==> config.mk <==
export PLATFORM = sky130hd
export DESIGN_NAME = decimal_text_to_integer_unit_flat
export DESIGN_NICKNAME = d
export VERILOG_FILES = /design/src/rtl/dtti_pkg.sv /design/src/rtl/dtti_if.sv /design/src/rtl/dtti_alu.sv /design/src/rtl/dtti_core.sv /design/src/rtl/decimal_text_to_integer_unit.sv /design/src/flat_wrapper.sv
export VERILOG_INCLUDE_DIRS = /design/src /design/src/rtl
export SDC_FILE = /design/constraint.sdc
export NUM_CORES = 2
export LEC_CHECK = 0
export BUFFER_PORTS_ARGS = -buffer_cell sky130_fd_sc_hd__buf_2
export CAP_MARGIN = 20
export CORE_ASPECT_RATIO = 1.5
export CORE_UTILIZATION = 50
export DETAILED_ROUTE_END_ITERATION = 10
export PLACE_DENSITY = 0.66
export SETUP_SLACK_MARGIN = 0.15
export SYNTH_ARGS = -nofsm -noshare
export SYNTH_HDL_FRONTEND = slang
export SYNTH_SLANG_ARGS = --single-unit
export TNS_END_PERCENT = 20
==> constraint.sdc <==
create_clock -name clk -period 32.3 [get_ports clk]
set_clock_uncertainty 0.15 [all_clocks]
set_input_delay 4.845 -clock clk [delete_from_list [all_inputs] [get_ports clk]]
set_output_delay 4.845 -clock clk [all_outputs]
set_load 0.01 [all_outputs]
==> src/rtl/assert_macros.svh <==
// Assertion macros for the decimal text converter RTL
`ifndef ASSERT_MACROS_SVH
`define ASSERT_MACROS_SVH

// Check a property on every rising clock edge outside reset
`define DTTI_ASSERT(lbl, clk, rst_n, prop, msg) \
	lbl: assert property (@(posedge clk) disable iff (!rst_n) prop) else $error(msg);

// Check that a condition holds in the cycle after a trigger
`define DTTI_ASSERT_NEXT(lbl, clk, rst_n, trig, cons, msg) \
	lbl: assert property (@(posedge clk) disable iff (!rst_n) (trig) |=> (cons)) else $error(msg);

`endif

==> src/rtl/dtti_pkg.sv <==
// Package: constants, codes and types of the decimal text to integer unit
`timescale 1ns / 1ps

package dtti_pkg;

	// Widths
	localparam int VALUE_BITS_DEF = 64;
	localparam int OUT_BITS       = 64;
	localparam int CHAR_BITS      = 8;
	localparam int PHASE_BITS     = 3;
	localparam int STATUS_BITS    = 2;
	localparam int EXP_BITS       = 8;

	// Parse phases
	localparam logic [PHASE_BITS-1:0] PH_START    = 3'd0;
	localparam logic [PHASE_BITS-1:0] PH_MANT     = 3'd1;
	localparam logic [PHASE_BITS-1:0] PH_EXP_SIGN = 3'd2;
	localparam logic [PHASE_BITS-1:0] PH_EXP_NEED = 3'd3;
	localparam logic [PHASE_BITS-1:0] PH_EXP_DIG  = 3'd4;
	localparam logic [PHASE_BITS-1:0] PH_DONE     = 3'd5;

	// Result status codes
	localparam logic [STATUS_BITS-1:0] ST_OK       = 2'd0;
	localparam logic [STATUS_BITS-1:0] ST_ILLEGAL  = 2'd1;
	localparam logic [STATUS_BITS-1:0] ST_OVERFLOW = 2'd2;

	// Character codes
	localparam logic [CHAR_BITS-1:0] CH_NUL   = 8'h00;
	localparam logic [CHAR_BITS-1:0] CH_ZERO  = 8'h30;
	localparam logic [CHAR_BITS-1:0] CH_NINE  = 8'h39;
	localparam logic [CHAR_BITS-1:0] CH_MINUS = 8'h2D;
	localparam logic [CHAR_BITS-1:0] CH_PLUS  = 8'h2B;
	localparam logic [CHAR_BITS-1:0] CH_LOW_E = 8'h65;
	localparam logic [CHAR_BITS-1:0] CH_UP_E  = 8'h45;

	// Decimal radix
	localparam logic [3:0] RADIX = 4'd10;
	localparam logic [EXP_BITS-1:0] EXP_MAX = 8'd255;

	// Shared unit operations
	localparam logic [1:0] ALU_MUL10 = 2'd0;
	localparam logic [1:0] ALU_SEED  = 2'd1;
	localparam logic [1:0] ALU_FOLD  = 2'd2;
	localparam logic [1:0] ALU_FIX   = 2'd3;

	// Request to the shared arithmetic unit
	typedef struct packed {
		logic [1:0] op;
		logic [3:0] digit;
		logic [1:0] sh;
	} alu_req_t;

	// Response of the shared arithmetic unit
	typedef struct packed {
		logic       ovf;
	} alu_rsp_t;

endpackage

==> src/rtl/dtti_if.sv <==
// Interfaces: character input channel and result output channel
`timescale 1ns / 1ps

interface dtti_in_if;
	logic                           valid;
	logic                           ready;
	logic [dtti_pkg::CHAR_BITS-1:0] char_in;
	logic                           last_char;

	modport source (output valid, char_in, last_char, input ready);
	modport sink (input valid, char_in, last_char, output ready);
endinterface

interface dtti_out_if;
	logic                                    valid;
	logic                                    ready;
	logic signed [dtti_pkg::OUT_BITS-1:0]    value;
	logic        [dtti_pkg::STATUS_BITS-1:0] status;

	modport source (output valid, value, status, input ready);
	modport sink (input valid, value, status, output ready);
endinterface

==> src/rtl/dtti_alu.sv <==
// Shared arithmetic unit: times ten plus digit, or one shift-add step of a divide by ten
`timescale 1ns / 1ps

module dtti_alu #(
	parameter int VALUE_BITS = dtti_pkg::VALUE_BITS_DEF
) (
	input  dtti_pkg::alu_req_t     req,
	input  logic [VALUE_BITS-1:0]  a,
	input  logic [VALUE_BITS-1:0]  b,
	output logic [VALUE_BITS-1:0]  y,
	output dtti_pkg::alu_rsp_t     rsp
);

	localparam int WW = VALUE_BITS + 4;
	localparam logic [VALUE_BITS-1:0] CAP = {1'b1, {(VALUE_BITS-1){1'b0}}};
	localparam logic [WW-1:0] CAP_W = {4'b0, CAP};

	logic [WW-1:0]         wide;
	logic                  mul_ovf;
	logic [VALUE_BITS-1:0] seed;
	logic [VALUE_BITS-1:0] fold_sh;
	logic [VALUE_BITS-1:0] quo;
	logic [WW-1:0]         quo_next10;
	logic                  bump;

	// Multiply by ten and add the digit as shift-add, clamp to the magnitude cap
	assign wide    = ({4'b0, a} << 3) + ({4'b0, a} << 1) + {{(WW-4){1'b0}}, req.digit};
	assign mul_ovf = (wide > CAP_W);

	// Seed the quotient estimate with 0.75 of the dividend
	assign seed = (a >> 1) + (a >> 2);

	// Fold the estimate toward 0.8 of the dividend: shift by 4, 8, 16, then 32
	assign fold_sh = a >> (6'd4 << req.sh);

	// Scale the estimate by 1/8, then bump it when one more ten still fits in b
	assign quo        = a >> 3;
	assign quo_next10 = ({4'b0, quo} << 3) + ({4'b0, quo} << 1) +
		{{(WW-4){1'b0}}, dtti_pkg::RADIX};
	assign bump       = ({4'b0, b} >= quo_next10);

	always_comb begin
		rsp.ovf = 1'b0;
		case (req.op)
			dtti_pkg::ALU_SEED: begin
				y = seed;
			end
			dtti_pkg::ALU_FOLD: begin
				y = a + fold_sh;
			end
			dtti_pkg::ALU_FIX: begin
				y = quo + {{(VALUE_BITS-1){1'b0}}, bump};
			end
			default: begin
				rsp.ovf = mul_ovf;
				y       = mul_ovf ? CAP : wide[VALUE_BITS-1:0];
			end
		endcase
	end

endmodule

==> src/rtl/dtti_core.sv <==
// Parse state and sequencer: character parsing and exponent scaling loop
`timescale 1ns / 1ps
`include "assert_macros.svh"

module dtti_core #(
	parameter int VALUE_BITS = dtti_pkg::VALUE_BITS_DEF
) (
	input  logic                                  clk,
	input  logic                                  arst_n,
	input  logic                                  in_valid,
	output logic                                  in_ready,
	input  logic [dtti_pkg::CHAR_BITS-1:0]        char_in,
	input  logic                                  last_char,
	output logic                                  res_valid,
	input  logic                                  res_ready,
	output logic signed [dtti_pkg::OUT_BITS-1:0]  res_value,
	output logic [dtti_pkg::STATUS_BITS-1:0]      res_status
);

	localparam logic [VALUE_BITS-1:0] CAP = {1'b1, {(VALUE_BITS-1){1'b0}}};

	localparam logic [1:0] S_IDLE = 2'd0;
	localparam logic [1:0] S_FIN  = 2'd1;
	localparam logic [1:0] S_DIV  = 2'd2;
	localparam logic [1:0] S_OUT  = 2'd3;

	// Divide steps: seed, four folds, final fix
	localparam logic [2:0] DIV_LAST = 3'd5;

	logic [1:0]                          state_q;
	logic [dtti_pkg::PHASE_BITS-1:0]     phase_q;
	logic [VALUE_BITS-1:0]               mag_q;
	logic                                neg_q;
	logic [dtti_pkg::EXP_BITS-1:0]       exp_q;
	logic                                exp_neg_q;
	logic                                digit_q;
	logic                                ill_q;
	logic                                ovf_q;
	logic [VALUE_BITS-1:0]               div_q;
	logic [2:0]                          cnt_q;
	logic signed [dtti_pkg::OUT_BITS-1:0] value_q;
	logic [dtti_pkg::STATUS_BITS-1:0]    status_q;

	logic                                in_fire;
	logic                                is_digit;
	logic [3:0]                          dval;
	logic [11:0]                         exp_wide;

	dtti_pkg::alu_req_t                  alu_req;
	dtti_pkg::alu_rsp_t                  alu_rsp;
	logic [VALUE_BITS-1:0]               alu_a;
	logic [VALUE_BITS-1:0]               alu_y;

	// Next parse state for an accepted character
	logic [dtti_pkg::PHASE_BITS-1:0]     phase_n;
	logic [VALUE_BITS-1:0]               mag_n;
	logic                                neg_n;
	logic [dtti_pkg::EXP_BITS-1:0]       exp_n;
	logic                                exp_neg_n;
	logic                                digit_n;
	logic                                ill_n;
	logic                                ovf_n;

	// Finish values
	logic                                fin_ill;
	logic signed [VALUE_BITS-1:0]        sat_v;
	logic signed [VALUE_BITS-1:0]        mag_v;

	assign in_ready   = (state_q == S_IDLE);
	assign in_fire    = in_valid && in_ready;
	assign res_valid  = (state_q == S_OUT);
	assign res_value  = value_q;
	assign res_status = status_q;

	assign is_digit = (char_in >= dtti_pkg::CH_ZERO) && (char_in <= dtti_pkg::CH_NINE);
	assign dval     = char_in[3:0];
	assign exp_wide = ({4'b0, exp_q} << 3) + ({4'b0, exp_q} << 1) + {8'b0, dval};

	// Steer the shared unit by sequencer state
	always_comb begin
		alu_req = '0;
		alu_a   = mag_q;
		case (state_q)
			S_DIV: begin
				alu_a = div_q;
				if (cnt_q == '0) begin
					alu_req.op = dtti_pkg::ALU_SEED;
					alu_a      = mag_q;
				end else if (cnt_q == DIV_LAST) begin
					alu_req.op = dtti_pkg::ALU_FIX;
				end else begin
					alu_req.op = dtti_pkg::ALU_FOLD;
					alu_req.sh = 2'(cnt_q - 3'd1);
				end
			end
			S_FIN: begin
				alu_req.op = dtti_pkg::ALU_MUL10;
			end
			default: begin
				alu_req.op    = dtti_pkg::ALU_MUL10;
				alu_req.digit = dval;
			end
		endcase
	end

	dtti_alu #(
		.VALUE_BITS(VALUE_BITS)
	) u_alu (
		.req (alu_req),
		.a   (alu_a),
		.b   (mag_q),
		.y   (alu_y),
		.rsp (alu_rsp)
	);

	// Parse one character
	always_comb begin
		phase_n   = phase_q;
		mag_n     = mag_q;
		neg_n     = neg_q;
		exp_n     = exp_q;
		exp_neg_n = exp_neg_q;
		digit_n   = digit_q;
		ill_n     = ill_q;
		ovf_n     = ovf_q;
		if (!ill_q && (phase_q != dtti_pkg::PH_DONE)) begin
			if (char_in == dtti_pkg::CH_NUL) begin
				if ((phase_q == dtti_pkg::PH_EXP_SIGN) || (phase_q == dtti_pkg::PH_EXP_NEED)) begin
					ill_n = 1'b1;
				end
				phase_n = dtti_pkg::PH_DONE;
			end else begin
				case (phase_q)
					dtti_pkg::PH_START, dtti_pkg::PH_MANT: begin
						if ((phase_q == dtti_pkg::PH_START) && (char_in == dtti_pkg::CH_MINUS)) begin
							neg_n   = 1'b1;
							phase_n = dtti_pkg::PH_MANT;
						end else if (is_digit) begin
							mag_n   = alu_y;
							ovf_n   = ovf_q || alu_rsp.ovf;
							digit_n = 1'b1;
							phase_n = dtti_pkg::PH_MANT;
						end else if (((char_in == dtti_pkg::CH_LOW_E) ||
							(char_in == dtti_pkg::CH_UP_E)) && digit_q) begin
							phase_n = dtti_pkg::PH_EXP_SIGN;
						end else begin
							ill_n = 1'b1;
						end
					end
					dtti_pkg::PH_EXP_SIGN, dtti_pkg::PH_EXP_NEED, dtti_pkg::PH_EXP_DIG: begin
						if ((phase_q == dtti_pkg::PH_EXP_SIGN) &&
							((char_in == dtti_pkg::CH_PLUS) || (char_in == dtti_pkg::CH_MINUS))) begin
							exp_neg_n = (char_in == dtti_pkg::CH_MINUS);
							phase_n   = dtti_pkg::PH_EXP_NEED;
						end else if (is_digit) begin
							exp_n   = (exp_wide > {4'b0, dtti_pkg::EXP_MAX}) ?
								dtti_pkg::EXP_MAX : exp_wide[dtti_pkg::EXP_BITS-1:0];
							phase_n = dtti_pkg::PH_EXP_DIG;
						end else begin
							ill_n = 1'b1;
						end
					end
					default: begin
						phase_n = phase_q;
					end
				endcase
			end
		end
	end

	// Result patterns: saturated and in range
	assign fin_ill = ill_q || (phase_q == dtti_pkg::PH_EXP_SIGN) ||
		(phase_q == dtti_pkg::PH_EXP_NEED);
	assign sat_v   = neg_q ? CAP : (CAP - 1'b1);
	assign mag_v   = neg_q ? (~mag_q + 1'b1) : mag_q;

	// Sequence parsing, exponent scaling and result hand-off
	always_ff @(posedge clk or negedge arst_n) begin
		if (!arst_n) begin
			state_q   <= S_IDLE;
			phase_q   <= dtti_pkg::PH_START;
			mag_q     <= '0;
			neg_q     <= 1'b0;
			exp_q     <= '0;
			exp_neg_q <= 1'b0;
			digit_q   <= 1'b0;
			ill_q     <= 1'b0;
			ovf_q     <= 1'b0;
			div_q     <= '0;
			cnt_q     <= '0;
		end else begin
			case (state_q)
				S_IDLE: begin
					if (in_fire) begin
						phase_q   <= phase_n;
						mag_q     <= mag_n;
						neg_q     <= neg_n;
						exp_q     <= exp_n;
						exp_neg_q <= exp_neg_n;
						digit_q   <= digit_n;
						ill_q     <= ill_n;
						ovf_q     <= ovf_n;
						if (last_char) begin
							state_q <= S_FIN;
						end
					end
				end
				S_FIN: begin
					if (fin_ill || ovf_q || (exp_q == '0) || (mag_q == '0)) begin
						state_q <= S_OUT;
					end else if (exp_neg_q) begin
						cnt_q   <= '0;
						state_q <= S_DIV;
					end else if (alu_rsp.ovf) begin
						state_q <= S_OUT;
					end else begin
						mag_q <= alu_y;
						exp_q <= exp_q - 1'b1;
					end
				end
				S_DIV: begin
					// Advance the quotient estimate; the fix step yields the quotient
					if (cnt_q == DIV_LAST) begin
						mag_q   <= alu_y;
						exp_q   <= exp_q - 1'b1;
						state_q <= S_FIN;
					end else begin
						div_q <= alu_y;
						cnt_q <= cnt_q + 3'd1;
					end
				end
				default: begin
					// Drop the string state once the result is taken
					if (res_ready) begin
						state_q   <= S_IDLE;
						phase_q   <= dtti_pkg::PH_START;
						mag_q     <= '0;
						neg_q     <= 1'b0;
						exp_q     <= '0;
						exp_neg_q <= 1'b0;
						digit_q   <= 1'b0;
						ill_q     <= 1'b0;
						ovf_q     <= 1'b0;
					end
				end
			endcase
		end
	end

	// Capture the result when the loop ends
	always_ff @(posedge clk) begin
		if (state_q == S_FIN) begin
			if (fin_ill) begin
				value_q  <= '0;
				status_q <= dtti_pkg::ST_ILLEGAL;
			end else if (ovf_q || ((exp_q != '0) && (mag_q != '0) && !exp_neg_q && alu_rsp.ovf) ||
				(!neg_q && (mag_q == CAP))) begin
				value_q  <= dtti_pkg::OUT_BITS'(sat_v);
				status_q <= dtti_pkg::ST_OVERFLOW;
			end else begin
				value_q  <= dtti_pkg::OUT_BITS'(mag_v);
				status_q <= dtti_pkg::ST_OK;
			end
		end
	end

	`DTTI_ASSERT_NEXT(a_last_busy, clk, arst_n, in_fire && last_char, state_q != S_IDLE, "last character did not start the finish sequence")
	`DTTI_ASSERT(a_div_step, clk, arst_n, (state_q == S_DIV) |-> (cnt_q <= DIV_LAST), "divide step counter out of range")
	`DTTI_ASSERT(a_mag_cap, clk, arst_n, (state_q != S_OUT) |-> (mag_q <= CAP), "magnitude above cap")
	`DTTI_ASSERT(a_ill_zero, clk, arst_n, (res_valid && (res_status == dtti_pkg::ST_ILLEGAL)) |-> (res_value == '0), "illegal result with nonzero value")

endmodule

==> src/rtl/decimal_text_to_integer_unit.sv <==
// Top level: decimal text to integer converter with registered result output
`timescale 1ns / 1ps
//
// Channel | Dir | Payload            | Beat
// text    | in  | char_in, last_char | one character of the number string
// result  | out | value, status      | one converted number per string
//
// A character that is not last is taken while the sequencer is idle. The last
// character starts the finish loop in the sequencer: each positive exponent
// step is a pass through the shared times-ten unit, and each negative exponent
// step is a decision step followed by the seed, fold and fix shift-add steps of
// the divide-by-ten; the loop stops when the exponent or the magnitude reaches
// zero, or when a step overflows. The result then goes to the output register.
// text.ready is low while the finish loop runs and while a finished result waits
// for the output register to drain. Reset needs no clearing pass.
//
module decimal_text_to_integer_unit #(
	parameter int VALUE_BITS = dtti_pkg::VALUE_BITS_DEF
) (
	input  logic      clk,
	input  logic      arst_n,
	dtti_in_if.sink   text,
	dtti_out_if.source result
);

	logic                                 core_valid;
	logic                                 core_ready;
	logic signed [dtti_pkg::OUT_BITS-1:0] core_value;
	logic [dtti_pkg::STATUS_BITS-1:0]     core_status;
	logic                                 out_valid_q;
	logic signed [dtti_pkg::OUT_BITS-1:0] value_q;
	logic [dtti_pkg::STATUS_BITS-1:0]     status_q;

	dtti_core #(
		.VALUE_BITS(VALUE_BITS)
	) u_core (
		.clk        (clk),
		.arst_n     (arst_n),
		.in_valid   (text.valid),
		.in_ready   (text.ready),
		.char_in    (text.char_in),
		.last_char  (text.last_char),
		.res_valid  (core_valid),
		.res_ready  (core_ready),
		.res_value  (core_value),
		.res_status (core_status)
	);

	// Output slot is free when empty or being drained this cycle
	assign core_ready = !out_valid_q || result.ready;

	// Hold the result beat until taken
	always_ff @(posedge clk or negedge arst_n) begin
		if (!arst_n) begin
			out_valid_q <= 1'b0;
		end else if (core_ready) begin
			out_valid_q <= core_valid;
		end
	end

	always_ff @(posedge clk) begin
		if (core_ready && core_valid) begin
			value_q  <= core_value;
			status_q <= core_status;
		end
	end

	assign result.valid  = out_valid_q;
	assign result.value  = value_q;
	assign result.status = status_q;

endmodule

==> src/flat_wrapper.sv <==
// flat-port wrapper written by rule: the top's interface ports become plain ports
module decimal_text_to_integer_unit_flat 
#(
	parameter int VALUE_BITS = dtti_pkg::VALUE_BITS_DEF
)
  (clk, arst_n, text_valid, text_char_in, text_last_char, text_ready, result_valid, result_value, result_status, result_ready);
  dtti_in_if text_i ();
  dtti_out_if result_i ();
  input  logic clk;
  input  logic arst_n;
  input wire logic [$bits(text_i.valid)-1:0] text_valid;
  input wire logic [$bits(text_i.char_in)-1:0] text_char_in;
  input wire logic [$bits(text_i.last_char)-1:0] text_last_char;
  output wire logic [$bits(text_i.ready)-1:0] text_ready;
  output wire logic [$bits(result_i.valid)-1:0] result_valid;
  output wire logic [$bits(result_i.value)-1:0] result_value;
  output wire logic [$bits(result_i.status)-1:0] result_status;
  input wire logic [$bits(result_i.ready)-1:0] result_ready;
  assign text_i.valid = text_valid;
  assign text_i.char_in = text_char_in;
  assign text_i.last_char = text_last_char;
  assign text_ready = text_i.ready;
  assign result_valid = result_i.valid;
  assign result_value = result_i.value;
  assign result_status = result_i.status;
  assign result_i.ready = result_ready;
  decimal_text_to_integer_unit #(.VALUE_BITS(VALUE_BITS)) u_core (.clk(clk), .arst_n(arst_n), .text(text_i), .result(result_i));
endmodule
==> results.json <==
{
  "syn_inst": 4790,
  "cts-buffers-inserted": 28,
  "htree_num_levels": 1,
  "total_leakage_power_nw": 17.4,
  "synth-seq-cells": 282,
  "fin_ws_ns": 16.37,
  "dpl.cell_count": 5722,
  "rsz0062_at_grt": "false",
  "finalMaxSlewViolations": 0,
  "layout-drive-gt1-share": 0.0738,
  "synthMuxAreaShare": 0.0257,
  "irDropWorstVdd_v": 0.000107,
  "synthArstFlopShare": 0.532,
  "drcViolationCount": 0,
  "grt_pass1_vias": 37572,
  "holdPathStages": 0,
  "drtPass1Iterations": 8,
  "cts_tree": "built",
  "synth_top_family_by_area": "compound AO/OA/AOI/OAI gates",
  "preCtsSetupSlack_ns": 16.91,
  "postCtsResizedCells": 0,
  "portBuffers": 80,
  "crit_top_cell": "nand4_1",
  "cts_setup_buffers": 0,
  "timing.fmax_ghz": 0.0628,
  "cts_sinks": 282,
  "synth_fa_ha_area_frac": 0.147,
  "setup_viol": 0,
  "die_w_um": 226,
  "cp_data_required_time_ns": 32.63,
  "finalHoldViolations": 0,
  "syn_area_um2": 37500,
  "ys.flop_type": "dfrtp_1",
  "hp-class": "register to register",
  "slowest_delay_ns": 0.98,
  "yosysUniqueCellTypes": 112,
  "grt.total_usage": 0.436,
  "rr_worst_depth": 48,
  "die-area_um2": 76200,
  "finalCritPeriodShare": 0.493,
  "dpl.hpwl_um": 135000,
  "initial_core_util": 0.507,
  "totalNegativeSetupSlack_ns": 0,
  "worst_setup_path_start_kind": "register",
  "clk_pin_slew_ns": 0.08,
  "ys_seq_area_frac": 0.206,
  "ys_warn_count": 0,
  "die_y_um": 338,
  "max_cap_viol_count": 0,
  "grt_pass1_wl_um": 244000,
  "area_delta_synth_final_pct": 6.73,
  "io_pins": 81,
  "overflow": 0,
  "crit_arrival_ns": 16.26,
  "nFillCells": 7316,
  "fin_area_um2": 40100,
  "syn_nets": 5206,
  "cp_slowest_cell": "nor4_1",
  "routed-via-count": 39668,
  "detail_route.wl_per_cell_um": 29.3,
  "synth_compound_area_frac": 0.274,
  "core_um2": 74000,
  "via_per_inst": 6.86,
  "final_nets": 5180,
  "final_cell_mix": "nand2_1 (493), a21oi_1 (354), ha_1 (336), o21ai_0 (313), nor2_1 (287)",
  "stdcell_count": 5779,
  "status": "finished, final reports clean",
  "finalCriticalPeriod_ns": 15.93,
  "rows": 122,
  "crit_fanout": 51,
  "worst_pin_slew_ns": 1.25,
  "total_power_mw": 4.76,
  "power.density_nw_per_um2": 119,
  "slew_headroom": 0.169,
  "synth_edf_count": 132,
  "grt_antenna_before_repair": 9,
  "grt_max_degree": 96,
  "ant_nets": 0,
  "synthXorXnorAreaFrac": 0.0782,
  "cts_hold_buffers": 0,
  "cp-end-kind": "register",
  "clk_latency_ns": 0.61,
  "cts.path.max_buffers": 3,
  "drt-total-wl_um": 169000,
  "synth_simple_gate_area_share": 0.217,
  "drt_iter0_markers": 4497,
  "mostFrequentLayoutCell": "nand2_1",
  "critPathKind": "register to register",
  "placed_cell_area_um2": 39100,
  "finalWeightedCongestion": 1.09,
  "clockRootBuffer": "clkbuf_16",
  "syn_area_per_cell_um2": 7.84
}
cells in the mapped netlist (64+ instances only):
master,instances,area share
nand3_1,153,0.020
inv_1,270,0.027
o21ai_0,314,0.042
xnor2_1,210,0.049
a31oi_1,91,0.015
o22ai_1,84,0.014
fa_1,64,0.034
nor2_1,291,0.029
a21o_1,135,0.027
xor2_1,125,0.029
a21oi_1,355,0.047
mux2i_1,66,0.018
nor4_1,69,0.012
nand2_1,496,0.050
clkbuf_1,189,0.019
nand4_1,81,0.014
ha_1,339,0.11
edfxtp_1,132,0.11
dfrtp_1,150,0.10
nor3_1,122,0.016
worst paths after layout:
| path | endpoint | slack [ns] | start |
|---|---|---|---|
| worst max-delay path | u_core.u_core.mag_q[59]$_DFFE_PN0P_ | 16.37 | u_core.u_core.cnt_q[0]$_DFFE_PN0P_ |
| worst min-delay path | u_core.result.value[30]$_DFFE_PP_ | 0.26 | u_core.u_core.res_value[30]$_SDFFCE_PP0P_ |
| worst max register to register | u_core.u_core.mag_q[59]$_DFFE_PN0P_ | 16.37 | u_core.u_core.cnt_q[0]$_DFFE_PN0P_ |
| worst min register to register | u_core.result.value[30]$_DFFE_PP_ | 0.26 | u_core.u_core.res_value[30]$_SDFFCE_PP0P_ |
| max in group asynchronous | u_core.u_core.cnt_q[0]$_DFFE_PN0P_ | 26.34 | arst_n |
| min in group asynchronous | u_core.u_core.exp_q[4]$_DFFE_PN0P_ | 4.16 | arst_n |
metal layers:
| metal | up-vias | track usage | wire length [um] | part of all wire |
|---|---|---|---|---|
| li1 | 17805 | - | - | - |
| met1 | 18934 | 0.510 | 62500 | 0.37 |
| met2 | 2263 | 0.698 | 75000 | 0.44 |
| met3 | 652 | 0.0888 | 16100 | 0.095 |
| met4 | 14 | 0.334 | 15400 | 0.091 |
| met5 | - | 0 | 97 | 0.00057 |
kinds of logic (layout without fill, tap and decap cells):
family / Yosys count / count (layout)
flops: 282 / 282
compound gates: 1548 / 1548
buf+inv: 509 / 505
mux: 93 / 93
other cells: 0 / 1
xor+xnor: 335 / 335
simple gates: 1620 / 1620
fa+ha+maj: 403 / 403
power breakdown:
part / internal, mW / leakage [nW] / total, mW / switching, mW
Sequential: 0.575 / 3.30 / 0.719 / 0.145
Clock: 0.185 / 0.450 / 0.351 / 0.166
Combinational: 1.13 / 13.6 / 3.69 / 2.56
stage by stage:
stage                     hold WS [ns]   util
final                            0.264  0.541
after global routing             0.268  0.541
after CTS                        0.267  0.541
after detailed placement         0.255  0.528
after global placement           0.251  0.528
after floorplan                  0.250      -
critical path: cells and delay by family (launching register included):
family | cells | cell delay [ns]
simple gates | 22 | 6.78
compound gates | 13 | 4.47
flops | 1 | 0.34
buf+inv | 6 | 1.96
fa+ha+maj | 4 | 1.45
xor+xnor | 3 | 0.57
state kept, by name, indices dropped and copies added, names as in the netlist:
| register | count |
|---|---|
| u_core.u_core.phase_q | 3 |
| u_core.u_core.cnt_q | 3 |
| u_core.u_core.exp_q | 8 |
| u_core.result.valid | 1 |
| u_core.u_core.digit_q | 1 |
| u_core.result.status | 2 |
| u_core.result.value | 64 |
| u_core.u_core.ill_q | 1 |
| u_core.u_core.res_status | 2 |
| u_core.u_core.neg_q | 1 |
| u_core.u_core.mag_q | 64 |
| u_core.u_core.state_q | 2 |
| u_core.u_core.exp_neg_q | 1 |
| u_core.u_core.div_q | 64 |
| u_core.u_core.res_value | 64 |
| u_core.u_core.ovf_q | 1 |
final cells by class:
type / count / area, um^2 / area share
Multi-Input combinational cell: 3999 / 28000 / 0.698
Sequential cell: 282 / 7720 / 0.193
Tap cell: 992 / 1240 / 0.0310
Timing Repair Buffer: 181 / 1170 / 0.0292
Inverter: 272 / 1020 / 0.0255
Clock buffer: 31 / 733 / 0.0183
Clock inverter: 21 / 223 / 0.00556
Antenna cell: 1 / 2.50 / 0.0000625
Power figures use the tool's default switching activity.
